## config.mk

```make
export PLATFORM = sky130hd
export DESIGN_NAME = ohmap_queue
export DESIGN_NICKNAME = d
export VERILOG_FILES = /design/src/hw/rtl/ohmap_pkg.sv /design/src/hw/rtl/ohmap_queue.sv
export SDC_FILE = /design/constraint.sdc
export NUM_CORES = 1
export LEC_CHECK = 0
export BUFFER_PORTS_ARGS = -buffer_cell sky130_fd_sc_hd__buf_2
export CAP_MARGIN = 40
export CELL_PAD_IN_SITES_DETAIL_PLACEMENT = 1
export CELL_PAD_IN_SITES_GLOBAL_PLACEMENT = 1
export CORE_UTILIZATION = 39
export CTS_CLUSTER_SIZE = 8
export DETAILED_ROUTE_END_ITERATION = 8
export PLACE_DENSITY_LB_ADDON = 0.1
export SYNTH_ARGS = -nofsm -noshare
export SYNTH_HDL_FRONTEND = slang
export SYNTH_SLANG_ARGS = --single-unit
export TNS_END_PERCENT = 1
```

## constraint.sdc

```tcl
create_clock -name clk -period 1.5 [get_ports clk]
set_clock_uncertainty 0.2 [all_clocks]
set_input_delay 0.15 -clock clk [delete_from_list [all_inputs] [get_ports clk]]
set_output_delay 0.15 -clock clk [all_outputs]
set_load 0.05 [all_outputs]
```

## src/hw/rtl/ohmap_pkg.sv

```systemverilog
// ----------------------------------------------------------------------------
// ohmap_pkg
// Shared types and constants for the linear probing hash map.
// ----------------------------------------------------------------------------
package ohmap_pkg;

  localparam int CAPACITY_LOG2_DEF = 10;
  localparam int QUEUE_DEPTH_LOG2  = 1;
  localparam int COUNT_W           = 11;

  localparam logic [63:0] HASH_MULT = 64'd1099511628211;

  localparam logic CMD_PUT = 1'b0;
  localparam logic CMD_GET = 1'b1;

  localparam logic [2:0] ST_INSERTED  = 3'd0;
  localparam logic [2:0] ST_UPDATED   = 3'd1;
  localparam logic [2:0] ST_FOUND     = 3'd2;
  localparam logic [2:0] ST_NOT_FOUND = 3'd3;
  localparam logic [2:0] ST_FULL      = 3'd4;
  localparam logic [2:0] ST_ZERO_KEY  = 3'd5;

  typedef struct packed {
    logic               cmd;
    logic [63:0]        key;
    logic signed [31:0] value;
  } req_t;

  typedef struct packed {
    logic [2:0]         status;
    logic signed [31:0] value_out;
    logic [COUNT_W-1:0] entry_count;
  } rsp_t;

endpackage

```

## src/hw/rtl/ohmap_queue.sv

```systemverilog
// ----------------------------------------------------------------------------
// ohmap_queue
// Small FIFO that decouples the input stage from the probe engine.
// ----------------------------------------------------------------------------
module ohmap_queue import ohmap_pkg::*; #(
  parameter int DATA_W = 8
) (
  input  logic              clk,
  input  logic              rst,
  input  logic              push,
  input  logic [DATA_W-1:0] push_data,
  output logic              full,
  input  logic              pop,
  output logic [DATA_W-1:0] head,
  output logic              empty
);

  localparam int Depth = 1 << QUEUE_DEPTH_LOG2;

  logic [DATA_W-1:0]           mem [Depth];
  logic [QUEUE_DEPTH_LOG2-1:0] wp;
  logic [QUEUE_DEPTH_LOG2-1:0] rp;
  logic [QUEUE_DEPTH_LOG2:0]   cnt;

  assign full  = (cnt == (QUEUE_DEPTH_LOG2+1)'(Depth));
  assign empty = (cnt == '0);
  assign head  = mem[rp];

  always_ff @(posedge clk) begin
    if (push) begin
      mem[wp] <= push_data;
    end
  end

  always_ff @(posedge clk) begin
    if (rst) begin
      wp  <= '0;
      rp  <= '0;
      cnt <= '0;
    end else begin
      if (push) begin
        wp <= wp + QUEUE_DEPTH_LOG2'(1);
      end
      if (pop) begin
        rp <= rp + QUEUE_DEPTH_LOG2'(1);
      end
      if (push && !pop) begin
        cnt <= cnt + (QUEUE_DEPTH_LOG2+1)'(1);
      end else if (pop && !push) begin
        cnt <= cnt - (QUEUE_DEPTH_LOG2+1)'(1);
      end
    end
  end

endmodule

```

; ---- Word-level counts from Yosys, hierarchy flattened
; Memory sizes are Yosys's and may differ from the RTL's. A register that Yosys moved wholly into a read port is not among the register bits.
; Index checks and enable logic that the tools add are counted.
[totals]
memories = 1
regBits = 4
wordCells = 21
input_bits = 12
out_inout_bits = 10
ram_bits = 16
[memory_table]
columns = name, depth, word_bits, read_ports, rd_ports_with_merged_regs, write_ports, line_no
row1 = mem, 2, 8, 1, 1, 1, ohmap_queue.sv:20  ; logic [DATA_W-1:0] mem [Depth];
[classes]
n_reduce_logical = 6
n_eq_ne = 1
muxes = 6
n_addsub = 4
[ops]
columns = cell, n
row1 = two-way mux 1 bit, 4
row2 = two-way mux 2 bit, 2
row3 = adder 1 bit (second input constant), 2
row4 = adder 2 x 1 -> 2 bit (second input constant), 1
row5 = equality test 2 bit (second input constant), 1
row6 = logical AND 1 bit, 2
row7 = zero test 1 bit, 2
row8 = zero test 2 bit, 1
row9 = nonzero test 2 bit, 1
row10 = subtractor 2 x 1 -> 2 bit (second input constant), 1

; ---- Depth between registers and ports, before layout
; Gate-level depths: netlist (run 1).
[depth]
ltp_word = 4
depth_mapped = 5
mapped_depth_nobuf = 5

; ---- Least setup slack after synthesis (run 1)
; No wires, ideal clock.
[synth_path]
path_type = register -> output
startpoint = register cnt[0]
endpoint = output port empty
n_path_buf = 0
stages_incl_launch_ff = 2
slack_ns = 0.174
arrival_ns = 0.976
t_required_ns = 1.150
path_cell_list = dfxtp_1 > nor2_1
[synth_between]
elab_chain_len = 1
[synth_lines]
columns = element, line_no
row1 = start: declaration, ohmap_queue.sv:23  ; logic [QUEUE_DEPTH_LOG2:0] cnt;
row2 = start signal: assignment, ohmap_queue.sv:48  ; cnt <= cnt + (QUEUE_DEPTH_LOG2+1)'(1);
row3 = start signal: assignment, ohmap_queue.sv:50  ; cnt <= cnt - (QUEUE_DEPTH_LOG2+1)'(1);
row4 = zero test 2 bit, ohmap_queue.sv:26  ; assign empty = (cnt == '0);
row5 = end: declaration, ohmap_queue.sv:15  ; output logic empty
; Every way passes these cells.

==> results.sh, run 1 <==
export IMPL_grt_start_max_net_pins=12
export IMPL_area_delta_synth_final_pct=55.0
export IMPL_violations="negative setup slack"
export IMPL_mostFrequentLayoutCells="edfxtp_1 (16), dlygate4sd3_1 (12), buf_2 (12), mux2_4 (8), buf_8 (8)"
export IMPL_drive_gt1_share_pct=44.8
export IMPL_grt_pass1_wl_mm=2.37
export IMPL_timing_hold_ws_ns=0.113
export IMPL_min_period_over_period_pct=108
export IMPL_die_h_um=46.8
export IMPL_design_area_um2=1210
export IMPL_crit_arrival_ns=1.27
export IMPL_met1Wirelength_um=612
export IMPL_crit_type="flop to output port"
export IMPL_syn_nets=60
export IMPL_cts_root_buf="clkbuf_4"
export IMPL_dieArea_um2=2190
export IMPL_maxSlewViolCount=0
export IMPL_synth_distinct_cells=15
export IMPL_routed_via_density=4.63
export IMPL_diodes=0
export IMPL_cap_violations=0
export IMPL_numCtsBuffers=3
export IMPL_nNetsFinal=101
export IMPL_core_area_um2=1800
export IMPL_postSynthAreaPerCell_um2=16.7
export IMPL_drc=0
export IMPL_clkTransAtPathRegs_ns=0.11
export IMPL_worstSkewPairLatency_ns=0.29
export IMPL_critPathMaxFanout=5
export IMPL_num_rows=15
export IMPL_status="finished with violations"
export IMPL_highest_layer="met4"
export IMPL_drt_initial_drc_count=6
export IMPL_dr_wl_met3_um=47
export IMPL_htreeDepth=1
export IMPL_peakVddDrop_v=0.000741
export IMPL_ys_ff_latch=21
export IMPL_worstMarginPinSlew_ns=0.383
export IMPL_period_needed_ns=1.62
export IMPL_wl_mm=1.47
export IMPL_start_util_pct=43.5
export IMPL_clkSinkCount=21
export IMPL_yosys_warnings=0
export IMPL_grt_setup_unrepaired="true"
export IMPL_power_density_nw_per_um2=1110
export IMPL_grt_pass1_vias=546
export IMPL_synth_cells=47
export IMPL_fmax_ghz=0.619
export IMPL_layout_commonest_cell="edfxtp_1"
export IMPL_p_leak_uw=0.000504
export IMPL_dpl_hpwl_um=896
export IMPL_die_w_um=46.8
export IMPL_dpl_cell_area_um2=945
export IMPL_wl_met2_um=789
export IMPL_routabilityCongestion=0.605
export IMPL_end_kind="output port"
export IMPL_cts_tree="built"
export IMPL_slew_headroom_pct=74.5
export IMPL_antenna_found_initial=0
export IMPL_instances_no_fill=112
export IMPL_hold_viol_final=0
export IMPL_drt_wirelength_per_cell_um=13.1
export IMPL_ant_nets=0
export IMPL_synth_area_um2=783
export IMPL_fin_tns_setup_ns=-0.832
export IMPL_clock_path_buffers=2
export IMPL_cp_start_kind="flop"
export IMPL_setup_viol_count_final=8
export IMPL_hp_class="primary input to flop"
export IMPL_grt_util_all_layers_pct=16.4
export IMPL_fin_ws_ns=-0.115
export IMPL_grt_ovfl_total=0
export IMPL_ios=22
export IMPL_worstPathRequired_ns=1.15
export IMPL_dp_cells=96
export IMPL_synth_seq_area_share_pct=74.1
export IMPL_port_buffers=21
export IMPL_num_vias=518
export IMPL_drtPass1Iterations=2
cells in the mapped netlist:
cell type	count	area share (%)
a21oi_1	1	0.64
and2_1	1	0.80
and2b_2	1	1.1
buf_2	1	0.64
dfxtp_1	5	13
edfxtp_1	16	61
ha_1	1	1.6
inv_1	1	0.48
mux2_2	8	12
nor2_1	5	2.4
nor2b_1	1	0.80
o21ai_0	1	0.64
or3_1	1	0.80
xnor2_1	2	2.2
xor2_1	2	2.2
report_power, final:
| group | switching (uW) | internal (uW) |
|---|---|---|
| registers | 21.0 | 673 |
| clock network | 159 | 104 |
| logic | 208 | 185 |
| total | 388 | 961 |
final cells by class:
cell class | instances | area [um^2]
sequential | 21 | 583
inverter | 1 | 3.75
timing repair buffer | 37 | 345
fill | 176 | 588
tap | 25 | 31.3
multi-input combinational | 24 | 224
clock buffer | 4 | 26.3
repair_timing:
item                                   4_1_cts  5_1_grt
gates cloned                                 0        0
setup endpoints to repair                    8        9
resized for setup                           35        2
hold buffers                                12        0
endpoints found under the hold margin       21        0
setup buffers                                0        0
pin swaps                                    0        0
state kept, by name, indices dropped and copies added, names as in the netlist, named ones only:
name / flops
mem: 16
rp: 1
wp: 1
cnt: 2
critical path, stage by stage (launching register included):
cell,delay (ns)
dfxtp_2,0.37
buf_6,0.13
mux2_4,0.31
buf_8,0.15
layer usage:
metal  global-route usage (%)  up-vias
met3                     4.62        2
met2                     29.4       15
met1                     18.8      253
met4                     5.14        0
met5                        0        -
li1                         -      248
per-stage QoR:
stage	utilization (%)	worst slack, ns	power, uW
after floorplan	-	0.174	905
after global placement	52.4	0.152	979
after detailed placement	52.4	0.127	986
after CTS	67.2	-0.110	1360
after global routing	67.4	-0.168	1410
final	67.4	-0.115	1350
kinds of logic (layout without fill, tap and decap cells):
| logic type | Yosys count | after routing | share of synthesized area [%] |
|---|---|---|---|
| XOR/XNOR | 4 | 4 | 4.47 |
| AO/OA/AOI/OAI | 2 | 2 | 1.28 |
| AND/OR/NAND/NOR | 9 | 9 | 5.91 |
| buffers and inverters | 2 | 42 | 1.12 |
| flip-flops | 21 | 21 | 74.1 |
| adder cells (fa/ha/maj) | 1 | 1 | 1.60 |
| multiplexers | 8 | 8 | 11.5 |
worst paths after layout:
kind | startpoint | endpoint | slack (ns) | depth (start not counted)
setup / recovery | flop | head[0] | -0.12 | 3
hold reg to reg | cnt[1] | cnt[1] | 0.32 | 2
hold / removal | push | cnt[0] | 0.11 | 4
setup reg to reg | rp | rp | 0.06 | 3
Note: power is estimated with default switching activity, not from simulation.
==> inputs of run 2 (changes only) <==
CORE_MARGIN = 2   (was not set)
CORE_UTILIZATION = 42   (was 39)
clock period = 1.9 ns   (was 1.5 ns; I/O delays follow)
==> results.sh, run 2 (synthesis gave the netlist of run 1 again) <==
export IMPL_min_period_over_period_pct=95.7
export IMPL_clkSinkCount=21
export IMPL_drc=0
export IMPL_core_area_um2=1750
export IMPL_slew_headroom_pct=74.4
export IMPL_cap_violations=0
export IMPL_final_util_pct=60.1
export IMPL_die_w_um=47.2
export IMPL_drt_initial_drc_count=0
export IMPL_htreeDepth=1
export IMPL_area_delta_synth_final_pct=34.0
export IMPL_clkPwrFrac_pct=21.0
export IMPL_status="finished, final reports clean"
export IMPL_grt_pass1_wl_mm=2.30
export IMPL_worstPathRequired_ns=1.51
export IMPL_grt_start_max_net_pins=13
export IMPL_fin_tns_setup_ns=0
export IMPL_mostFrequentLayoutCells="buf_2 (21), edfxtp_1 (16), dlygate4sd3_1 (10), mux2_2 (8)"
export IMPL_cp_start_kind="flop"
export IMPL_num_rows=15
export IMPL_setup_viol_count_final=0
export IMPL_seqCellArea_um2=581
export IMPL_wl_mm=1.40
export IMPL_cts_setup_buffers=0
export IMPL_crit_arrival_ns=1.43
export IMPL_crit_chain="mux2_2 > buf_2"
export IMPL_largestRegisters="mem: 16 flops, cnt: 2 flops"
export IMPL_pwr_share_seq_pct=56.0
export IMPL_cts_root_buf="clkbuf_4"
export IMPL_port_buffers=21
export IMPL_worstMarginPinSlew_ns=0.384
export IMPL_critPathMaxFanout=8
export IMPL_timing_hold_ws_ns=0.00446
export IMPL_crit_type="flop to output port"
export IMPL_dieArea_um2=2230
export IMPL_layout_commonest_cell="buf_2"
export IMPL_drtPass1Iterations=1
export IMPL_crit_path_max_incr_delay_ns=0.54
export IMPL_peakVddDrop_v=0.000483
export IMPL_grt_setup_unrepaired="false"
export IMPL_ant_nets=0
export IMPL_grt_pass1_vias=527
export IMPL_maxSlewViolCount=0
export IMPL_start_util_pct=44.9
export IMPL_die_h_um=47.2
export IMPL_largest_reg_flops=16
export IMPL_p_leak_uw=0.000423
export IMPL_dp_cells=93
export IMPL_critPathTopFamily="flip-flops"
export IMPL_antenna_found_initial=0
export IMPL_drt_wirelength_per_cell_um=13.1
export IMPL_instances_no_fill=107
export IMPL_worstSkewPairLatency_ns=0.29
export IMPL_switchingPower_uw=293
export IMPL_grt_util_all_layers_pct=15.4
export IMPL_multiInputGateArea_um2=194
export IMPL_clkTransAtPathRegs_ns=0.12
export IMPL_end_kind="output port"
export IMPL_hp_class="primary input to flop"
export IMPL_power_internal_uw=688
export IMPL_nNetsFinal=96
export IMPL_switching_share_pct=29.8
export IMPL_power_density_nw_per_um2=935
export IMPL_critPathBufInv=1
export IMPL_period_needed_ns=1.82
export IMPL_cts_tree="built"
export IMPL_fmax_ghz=0.550
export IMPL_cp_slowest_cell="dfxtp_1"
export IMPL_grt_ovfl_total=0
export IMPL_numCtsBuffers=3
export IMPL_diodes=0
export IMPL_clock_path_buffers=2
export IMPL_hold_viol_final=0
export IMPL_routabilityCongestion=0.650
export IMPL_largest_register="mem"
export IMPL_routed_via_density=4.70
export IMPL_ios=22
export IMPL_drive_gt1_share_pct=42.7
export IMPL_power_frac_comb_pct=23.0
export IMPL_fillers=185
export IMPL_dpl_hpwl_um=930
export IMPL_num_vias=503
[run 2: changes by cell type in the layout (fill, tap and decap cells not counted), moves of 8 or more]
cell,before,now
buf_2,12,21
buf_8,8,0
mux2_2,0,8
mux2_4,8,0
[run 2: area by class of cell]
class,count,share of cell area (%)
Timing Repair Buffer,32,20.3
Inverter,1,0.358
Sequential cell,21,55.3
Multi-Input combinational cell,24,18.5
Clock buffer,3,2.15
Clock inverter,1,0.477
Tap cell,25,2.98
[run 2: path summary, 6_finish.rpt]
check        startpoint  cells after the start  slack [ns]  endpoint
max                flop                      2        0.08   head[2]
min                 pop                      3       0.004        rp
max reg2reg          wp                      3        0.49        wp
min reg2reg      cnt[1]                      2        0.32    cnt[1]
[run 2: per-layer routing]
layer,vias to the layer above,track usage (%),wire (um)
li1,239,-,-
met1,252,17.9,511
met2,12,28.8,827
met3,0,3.46,63
met4,0,3.33,0
met5,-,0,0
[run 2: tightest hold or removal path, delay by kind of cell]
family | cells | cell delay [ns]
buffers and inverters | 1 | 0.10
AND/OR/NAND/NOR | 1 | 0.09
XOR/XNOR | 1 | 0.08
[run 2: power groups by stage]
stage          registers (uW)  logic, uW  clock network, uW
2_1_floorplan             551        164                  0
3_3_place_gp              560        204                  0
3_5_place_dp              561        209                  0
4_1_cts                   550        227                216
5_1_grt                   555        241                230
6_report                  549        225                206
[run 2: repair_timing]
action                                 CTS  global route
resized for setup                        0             0
hold buffers                            10             0
endpoints found under the hold margin   21             0
[run 2: stage by stage]
| step | total power (uW) | worst slack (ns) | cell area, um^2 |
|---|---|---|---|
| after floorplan | 715 | 0.534 | 783 |
| after CTS | 994 | 0.0431 | 1050 |
| after detailed placement | 770 | 0.391 | 922 |
| after global placement | 764 | 0.392 | 922 |
| after global routing | 1030 | 0.00759 | 1050 |
| final | 981 | 0.0823 | 1050 |
