--- src/hw/rtl/ohmap_pkg.sv ---
// ----------------------------------------------------------------------------
// ohmap_pkg
// Shared types and constants for the linear probing hash map.
// ----------------------------------------------------------------------------
package ohmap_pkg;

  localparam int CAPACITY_LOG2_DEF = 10;
  localparam int QUEUE_DEPTH_LOG2  = 1;
  localparam int COUNT_W           = 11;

  localparam logic [63:0] HASH_MULT = 64'd1099511628211;

  localparam logic CMD_PUT = 1'b0;
  localparam logic CMD_GET = 1'b1;

  localparam logic [2:0] ST_INSERTED  = 3'd0;
  localparam logic [2:0] ST_UPDATED   = 3'd1;
  localparam logic [2:0] ST_FOUND     = 3'd2;
  localparam logic [2:0] ST_NOT_FOUND = 3'd3;
  localparam logic [2:0] ST_FULL      = 3'd4;
  localparam logic [2:0] ST_ZERO_KEY  = 3'd5;

  typedef struct packed {
    logic               cmd;
    logic [63:0]        key;
    logic signed [31:0] value;
  } req_t;

  typedef struct packed {
    logic [2:0]         status;
    logic signed [31:0] value_out;
    logic [COUNT_W-1:0] entry_count;
  } rsp_t;

endpackage

--- src/hw/rtl/ohmap_front.sv ---
// ----------------------------------------------------------------------------
// ohmap_front
// Input stage: takes requests, flags zero keys and computes the home slot.
// ----------------------------------------------------------------------------
module ohmap_front import ohmap_pkg::*; #(
  parameter int CAPACITY_LOG2 = CAPACITY_LOG2_DEF
) (
  input  logic                                     clk,
  input  logic                                     rst,
  input  logic                                     req_valid,
  output logic                                     req_stall,
  input  req_t                                     req,
  input  logic                                     table_ready,
  output logic                                     q_push,
  output logic [1+CAPACITY_LOG2+$bits(req_t)-1:0]  q_data,
  input  logic                                     q_full
);

  localparam int AddrW = CAPACITY_LOG2;
  localparam logic [AddrW-1:0] MultLow = HASH_MULT[AddrW-1:0];

  logic             st_valid;
  logic             st_zero;
  logic [AddrW-1:0] st_home;
  req_t             st_req;
  logic             accept;

  // Only the low bits of the key reach the low bits of the product.
  logic [AddrW-1:0] home;
  assign home = AddrW'(req.key[AddrW-1:0] * MultLow);

  assign q_push    = st_valid && !q_full;
  assign req_stall = !table_ready || (st_valid && q_full);
  assign accept    = req_valid && !req_stall;
  assign q_data    = {st_zero, st_home, st_req};

  always_ff @(posedge clk) begin
    if (rst) begin
      st_valid <= 1'b0;
    end else begin
      if (accept) begin
        st_valid <= 1'b1;
        st_zero  <= (req.key == 64'd0);
        st_home  <= home;
        st_req   <= req;
      end else if (q_push) begin
        st_valid <= 1'b0;
      end
    end
  end

endmodule

--- config.mk ---
export PLATFORM = sky130hd
export DESIGN_NAME = ohmap_front
export DESIGN_NICKNAME = d
export VERILOG_FILES = /design/src/hw/rtl/ohmap_pkg.sv /design/src/hw/rtl/ohmap_front.sv
export SDC_FILE = /design/constraint.sdc
export NUM_CORES = 1
export LEC_CHECK = 0
export ABC_AREA = 1
export BUFFER_PORTS_ARGS = -buffer_cell sky130_fd_sc_hd__buf_2
export CAP_MARGIN = 40
export CORE_MARGIN = 4
export CORE_UTILIZATION = 46
export DETAILED_ROUTE_END_ITERATION = 6
export PLACE_DENSITY = 0.81
export REMOVE_ABC_BUFFERS = 1
export SKIP_CTS_REPAIR_TIMING = 1
export SYNTH_ARGS = -nofsm -noshare
export SYNTH_HDL_FRONTEND = slang
export SYNTH_SLANG_ARGS = --single-unit
export TNS_END_PERCENT = 100
--- constraint.sdc ---
create_clock -name clk -period 7 [get_ports clk]
set_input_delay 1.05 -clock clk [delete_from_list [all_inputs] [get_ports clk]]
set_output_delay 1.05 -clock clk [all_outputs]
set_load 0.05 [all_outputs]
---- After elaboration in Yosys (flattened, before gate mapping) ----
Cells that the tools add are included.
word-level totals
  register bits ........................... 109
  input bits .............................. 102
  word-level logic and storage cells ...... 20
operators by class
  multipliers ............................. 1
  muxes and demuxes ....................... 2
  bitwise operators ....................... 1
  reduce and logical (&&, ||, !) cells .... 10
operator list
  cell                                                                   count
  64-bit zero test                                                       1
  10-bit by 9-bit multiplier with 10-bit output (second input constant)  1
  1-bit logical AND                                                      3
  1-bit zero test                                                        3
  1-bit two-way mux                                                      2
  2-bit AND reduction                                                    1
  2-bit nonzero test                                                     1
  1-bit logical OR                                                       1
  1-bit inverter                                                         1

---- Longest topological paths before layout ----
Gate-level depths: netlist of run 1.
  word-level depth ........................ 5
  depth in mapped cells ................... 17
  mapped depth without buffers ............ 17

---- Least setup slack after synthesis of run 1 ----
Ideal clock, no wire load.
  path type ............................... input port to flip-flop
  from .................................... input q_full
  to ...................................... register st_req, in the netlist q_data[0], enable pin
  arrival time ............................ 5.680 ns
  required time ........................... 6.426 ns
  setup slack ............................. 0.746 ns
  stages on the path ...................... 3
  buffers on the path ..................... 0
  cells stage by stage .................... nand2_1 > nand3_1 > nor2_1
on the way
  longest elaborated chain between the ends .. 5
ends and longest elaborated chain
  element                               RTL line           text
  from (decl)                           ohmap_front.sv:16  input logic q_full
  1-bit logical AND                     ohmap_front.sv:33  assign req_stall = !table_ready || (st_valid && q_full);
  1-bit logical OR                      ohmap_front.sv:33
  1-bit zero test                       ohmap_front.sv:34  assign accept = req_valid && !req_stall;
  1-bit logical AND                     ohmap_front.sv:34
  2-bit AND reduction (no source line)  n/a
  to (signal assigned)                  ohmap_front.sv:45  st_req <= req;
  to (decl)                             ohmap_front.sv:25  req_t st_req;
Every way passes these cells.
A chain may end at the register's enable or synchronous reset.

---- Final worst setup path of run 1 ----
  from .................................... input req[39] (netlist bit)
  to ...................................... register st_home[9], data pin
on the way
  longest elaborated chain between the ends .. 1
ends and longest elaborated chain
  element                                        RTL line           text
  from (decl)                                    ohmap_front.sv:12  input req_t req,
  10-bit by 9-bit multiplier with 10-bit output  ohmap_front.sv:30  assign home = AddrW'(req.key[AddrW-1:0] * MultLow);
  named net home[9]                              ohmap_front.sv:29  logic [AddrW-1:0] home;
  to (signal assigned)                           ohmap_front.sv:44  st_home <= home;
  to (decl)                                      ohmap_front.sv:24  logic [AddrW-1:0] st_home;
The timed path passes the listed nets, and every way through them passes these cells.

==> flow_metrics.py, run 1 <==
metrics = {
    "synth": {
        "yosysTopAreaCell": "edfxtp_1",
        "yosys.cell_types.count": 20,
        "synth-edff-count": 107,
        "avgSynthCellArea_sq_um": 16.03,
        "yosysMostFrequentCell": "edfxtp_1",
        "synth_flop_cell": "edfxtp_1",
        "yosysSeqAreaShare_pct": 74.17,
        "syn_area_sq_um": 4359,
        "ys_warn_count": 0,
        "synth-seq-cells": 108,
        "async_reset_ff_share_pct": 0,
        "yosys-top-cells-area": "edfxtp_1 74%, ha_1 8.6%, fa_1 4.1%, inv_1 3.9%, nand2_1 2.5%",
        "synth_top_area_share_pct": 73.71,
        "synthTopCellsByCount": "107 x edfxtp_1, 45 x inv_1, 30 x ha_1, 29 x nand2_1, 12 x nor4_1",
        "netlist_instances": 272,
    },
    "route": {
        "drt-pass1-iter-count": 4,
        "vias_per_cell": 4.629,
        "wl_per_cell_um": 16.32,
        "vias": 2907,
        "drt_iter0_drc": 143,
        "ant_nets": 0,
        "drc": 0,
        "drt-total-wl_um": 10250,
    },
    "grt": {
        "overflow": 0,
        "grt_util_all_layers_pct": 18.38,
        "grt_pass1_vias": 2974,
        "grt_max_degree": 51,
        "grt_first_pass_wirelength_um": 15400,
        "antenna_found_initial": 0,
    },
    "job": {
        "drv_cap": 0,
    },
    "sta": {
        "worst_slew_pin_slew_ns": 0.7271,
        "fmax_ghz": 0.2715,
        "rsz0062_at_grt": "false",
        "final.period_utilization_pct": 52.62,
        "fin_skew_ns": 0.01080,
        "fin_tns_setup_ns": 0,
        "hold_viol": 0,
        "fin_crit_ns": 3.683,
        "drv_slew": 0,
        "setup_viol": 0,
        "relSlewSlack_pct": 51.41,
        "worst_slack_ns": 3.317,
    },
    "power": {
        "pwr-share-comb_pct": 20.9,
        "power.leakage_nw": 2.593,
        "finalPower_w": 0.001447,
        "p_per_area_nw_per_um2": 248.9,
        "ir_drop_mv": 0.1307,
        "internal-power_w": 0.001022,
        "netSwitchingFraction_pct": 29.36,
        "clkPwrFrac_pct": 27.3,
        "sequentialPowerShare_pct": 51.8,
        "p_switching_w": 0.0004248,
    },
    "layout": {
        "final_cells": 628,
        "design_area_sq_um": 5813,
        "syn_to_final_growth_pct": 33.35,
        "antenna-diode-count": 0,
        "finalNetCount": 635,
        "fillerInstances": 711,
        "drive_gt1_share_pct": 47.70,
    },
    "worst_setup_path": {
        "cp_slowest_cell": "fa_1",
        "crit_arrival_ns": 3.81,
        "cp_max_fo": 4,
        "reg2reg_to": "q_data[80]$_DFFE_PP_",
        "reg2reg_depth": 5,
        "r2r_start": "st_valid$_SDFFE_PP0P_",
        "regToRegSetupSlack_ns": 4.67,
        "critPathRequiredTime_ns": 7.13,
        "end_kind": "flop",
        "critPathTopFamily": "adder cells",
        "start_kind": "primary input",
        "critical_path_class": "in2reg",
        "cp_num_buf_inv": 4,
        "cp.depth": 14,
        "crit_chain": "buf_2 -> ha_1 -> inv_1 -> fa_1 -> inv_1 -> fa_1 -> fa_1 -> ha_1 -> a21oi_1 -> o21ai_1 -> nor2_2 -> inv_1 -> nand3_1 -> nand2_1",
        "max_stage_delay_ns": 0.49,
    },
    "run_status": {
        "status": "complete, no violations",
    },
    "die": {
        "die_w_um": 105.3,
        "start_util_pct": 47.18,
        "die_area_sq_um": 11100,
        "core-area_sq_um": 9240,
        "row_count": 35,
        "ios": 212,
        "die_h_um": 105.3,
    },
    "hold_path": {
        "min-delay-path-class": "reg2reg",
        "min-delay-start": "st_valid$_SDFFE_PP0P_",
        "whs_path_depth": 2,
        "min_to": "st_valid$_SDFFE_PP0P_",
    },
    "clocking": {
        "cts_tree": "done",
        "worstSkewPairLatency_ns": 0.36,
        "htreeDepth": 3,
        "clk_pin_slew_worst_paths_ns": 0.10,
        "cts-root-buf": "clkbuf_8",
        "clock_path_buffers": 2,
        "cts_made_buffers": 9,
        "cts_sinks": 108,
    },
    "place": {
        "pre_cts_ws_ns": 2.909,
        "port_buffers": 211,
        "gp_congestion": 0.8266,
        "hpwl_um": 8484,
        "dpl_cell_area_sq_um": 5597,
        "dp_cells": 612,
    },
}
per-stage QoR:
step	hold WS (ns)	utilization, %
finish	0.5380	62.91
floorplan	0.4724	-
global route	0.5877	62.91
global placement	0.4890	60.35
detailed placement	0.5124	60.57
CTS	0.5275	62.91
worst reg2reg max path: cells and delay by family (launching register included):
| family | cells | cell delay, ns |
|---|---|---|
| DFF | 1 | 0.33 |
| and+or+nand+nor | 3 | 0.84 |
| buffers and inverters | 2 | 0.83 |
flip-flops by register name, indices dropped and copies added, names as in the netlist:
name,cells
q_data,96
st_home,10
st_valid,1
st_zero,1
placed cells by master (no fill, tap or decap):
master     count
dfxtp_1        1
bufinv_16      1
inv_1         45
buf_2        211
fa_1           9
ha_1          30
clkinv_8       1
nor3_2         1
o21ai_0        1
buf_4          1
inv_8          1
nand3_1        5
clkbuf_8       9
nand2_1       29
a21oi_1        4
nor2_1        10
clkinv_4       3
xnor2_1        2
nor2_4         1
o21ai_1        2
nor2_2         3
nand2_2        4
or3_1          1
nor4_1        12
inv_6          1
buf_12         1
edfxtp_1     107
xor2_1         2
nand4_1        1
per-layer routing:
metal	track usage, %	vias to the layer above	share of wire (%)
li1	-	1400	-
met1	19.98	1378	35
met2	34.79	115	56
met3	4.103	14	7.2
met4	6.467	0	1.8
met5	0	-	0
worst max path at each step:
| stage | from | end |
|---|---|---|
| finish | req[39] | st_home[9]$_DFFE_PP_ |
| floorplan | q_full | q_data[0]$_DFFE_PP_ |
| detailed placement | req[39] | st_home[9]$_DFFE_PP_ |
| CTS | req[39] | st_home[9]$_DFFE_PP_ |
| global placement | req[39] | st_home[9]$_DFFE_PP_ |
| global route | req[39] | st_home[9]$_DFFE_PP_ |
power by group through the flow:
stage          sequential, W  combinational, W  clock (W)
2_1_floorplan       0.000842          0.000143          0
3_3_place_gp        0.000765          0.000298          0
6_report            0.000750          0.000302   0.000395
5_1_grt             0.000752          0.000341   0.000437
4_1_cts             0.000750          0.000307   0.000405
3_5_place_dp        0.000765          0.000307          0
cell type report:
type	count	area, sq um	share of cell area, %
clock buffer	9	123.9	2.131
sequential	108	3233	55.62
tap	129	161.4	2.777
multi-input combinational	117	949.7	16.34
clock inverter	7	92.59	1.593
inverter	45	168.9	2.906
timing repair buffer	213	1084	18.64
cell families (layout without fill, tap and decap cells):
kind of cell | after synthesis | count (layout) | share of synthesized area [%]
flops | 108 | 108 | 74.17
fa+ha+maj | 39 | 39 | 12.74
simple gates | 67 | 67 | 7.262
compound gates | 7 | 7 | 0.8036
xor+xnor | 4 | 4 | 0.8038
buf+inv | 47 | 274 | 4.219
(Power assumes the default switching activity.)
==> run 2: changes to the inputs <==
--- a/config.mk
+++ b/config.mk
@@ -9,9 +9,9 @@
 export BUFFER_PORTS_ARGS = -buffer_cell sky130_fd_sc_hd__buf_2
 export CAP_MARGIN = 40
 export CORE_MARGIN = 4
-export CORE_UTILIZATION = 46
+export CORE_UTILIZATION = 42
 export DETAILED_ROUTE_END_ITERATION = 6
-export PLACE_DENSITY = 0.81
+export PLACE_DENSITY = 0.78
 export REMOVE_ABC_BUFFERS = 1
 export SKIP_CTS_REPAIR_TIMING = 1
 export SYNTH_ARGS = -nofsm -noshare
==> constraint.sdc (replaced) <==
create_clock -name clk -period 3.3 [get_ports clk]
set_input_delay 0.495 -clock clk [delete_from_list [all_inputs] [get_ports clk]]
set_output_delay 0.495 -clock clk [all_outputs]
set_load 0.05 [all_outputs]
==> run 2 against run 1 <==
  * Design area up 1.4%
  * Register-to-register slack worse by 3.0 ns
  * Die area up 8.8%
  * Count of clock-buffer cells in the layout unchanged
  * Via count up 2.3%
  * Global-route usage down 1.8 points
  * Worst setup slack worse by 3.2 ns
  * Non-clock buffer count up 18
  * Sequential power up 110%
  * Sequential cell count unchanged
  * Worst hold slack worse by 0.23 ns
  * Clock power up 81%
  * Critical endpoint unchanged
==> flow_metrics.py, run 2 (same netlist as run 1, synthesis figures left out) <==
metrics = {
    "layout": {
        "largest_reg_flops": 96,
        "finalNetCount": 653,
        "syn_to_final_growth_pct": 35.28,
        "drive_gt1_share_pct": 49.32,
        "fillerInstances": 811,
        "final_cell_mix": "211 x buf_2, 107 x edfxtp_1, 45 x inv_1",
        "final_util_pct": 59.24,
        "antenna-diode-count": 0,
        "layout_commonest_cell": "buf_2",
    },
    "place": {
        "gp_congestion": 0.8679,
        "hpwl_um": 8837,
        "port_buffers": 211,
        "pre_cts_ws_ns": -0.2483,
    },
    "die": {
        "row_count": 36,
        "die_area_sq_um": 12070,
        "core-area_sq_um": 9955,
        "start_util_pct": 43.79,
        "ios": 212,
        "die_h_um": 109.9,
        "die_w_um": 109.9,
    },
    "route": {
        "vias": 2974,
        "ant_nets": 0,
        "drt_iter0_drc": 138,
        "dr_wl_met2_um": 5942,
        "wl_met1_um": 3621,
        "drc": 0,
        "wl_per_cell_um": 16.34,
        "vias_per_cell": 4.575,
        "routed.top_layer": "met4",
        "drt-pass1-iter-count": 4,
        "drt-total-wl_um": 10620,
        "wl_met3_um": 911,
    },
    "hold_path": {
        "min-delay-path-class": "in2reg",
    },
    "grt": {
        "overflow": 0,
        "grt_pass1_vias": 2993,
        "grt_first_pass_wirelength_um": 14790,
        "grt_util_all_layers_pct": 16.61,
        "antenna_found_initial": 0,
        "grt_max_degree": 58,
    },
    "power": {
        "ir_drop_mv": 0.2504,
        "p_per_area_nw_per_um2": 512.1,
        "power.leakage_nw": 2.653,
    },
    "clocking": {
        "cts_sinks": 108,
        "clk_pin_slew_worst_paths_ns": 0.10,
        "htreeDepth": 3,
        "cts-root-buf": "clkbuf_8",
        "clock_path_buffers": 2,
        "cts_made_buffers": 9,
        "worstSkewPairLatency_ns": 0.35,
        "cts_tree": "done",
    },
    "worst_setup_path": {
        "critPathRequiredTime_ns": 3.42,
        "critical_path_class": "in2reg",
        "crit_arrival_ns": 3.27,
        "end_kind": "flop",
        "regToRegSetupSlack_ns": 1.64,
        "cp_max_fo": 4,
        "start_kind": "primary input",
    },
    "run_status": {
        "status": "complete, no violations",
    },
    "sta": {
        "relSlewSlack_pct": 51.09,
        "drv_slew": 0,
        "fmax_ghz": 0.3173,
        "worst_slew_pin_slew_ns": 0.7336,
        "rsz0062_at_grt": "false",
        "final.period_utilization_pct": 95.50,
        "fin_tns_setup_ns": 0,
        "setup_viol": 0,
        "worst_slack_ns": 0.1486,
        "fin_skew_ns": 0.006141,
        "fin_crit_ns": 3.151,
        "hold_viol": 0,
    },
    "job": {
        "drv_cap": 0,
    },
}
## run 2: cell count changes in the layout (fill, tap and decap cells not counted), sizes merged
cell / before / now
buf: 213 / 231
bufinv: 1 / 0
clkinv: 4 / 3
clkinvlp: 0 / 2
## run 2: per-stage QoR
stage / power, W / instance area [sq um] / instances / hold slack [ns]
detailed placement: 0.002343 / 5724 / 634 / 0.5114
global placement: 0.002315 / 5724 / 634 / 0.4883
CTS: 0.003057 / 5897 / 650 / 0.2818
global route: 0.003183 / 5897 / 650 / 0.2721
floorplan: 0.002089 / 4344 / 270 / 0.4724
finish: 0.003020 / 5897 / 650 / 0.3074
## run 2: final timing paths
kind,startpoint,end,cells after the start
max reg2reg,st_valid$_SDFFE_PP0P_,q_data[84]$_DFFE_PP_,4
min reg2reg,st_valid$_SDFFE_PP0P_,st_valid$_SDFFE_PP0P_,2
min,req[96],q_data[96]$_DFFE_PP_,1
max,req[39],st_home[9]$_DFFE_PP_,14
## run 2: where the power goes
| part | leakage [nW] | internal, W | total [W] | switching [W] |
|---|---|---|---|---|
| combinational | 1.58 | 0.000266 | 0.000713 | 0.000448 |
| clock | 0.0850 | 0.000277 | 0.000715 | 0.000437 |
| sequential | 0.988 | 0.00158 | 0.00159 | 0.0000112 |
| total | 2.65 | 0.00212 | 0.00302 | 0.000896 |
## run 2: per-layer routing
metal	vias up	global-route usage, %
met4	0	5.788
li1	1432	-
met2	128	31.93
met5	-	0
met3	15	4.698
met1	1399	16.92
## run 2: final cells by class
| type | count | area [sq um] | share of cell area [%] |
|---|---|---|---|
| clock inverter | 7 | 48.80 | 0.8275 |
| multi-input combinational | 117 | 949.7 | 16.10 |
| inverter | 45 | 168.9 | 2.864 |
| sequential | 108 | 3233 | 54.83 |
| clock buffer | 9 | 123.9 | 2.101 |
| tap | 133 | 166.4 | 2.822 |
| timing repair buffer | 231 | 1206 | 20.45 |
## run 2: worst max-delay path, stage by stage
cell and delay [ns]:
buf_2 0.12, ha_1 0.27, inv_1 0.05, fa_1 0.49, inv_1 0.05, fa_1 0.47, fa_1 0.49, ha_1 0.35
a21oi_1 0.14, o21ai_1 0.09, nor2_2 0.10, inv_1 0.05, nand3_1 0.07, nand2_1 0.05
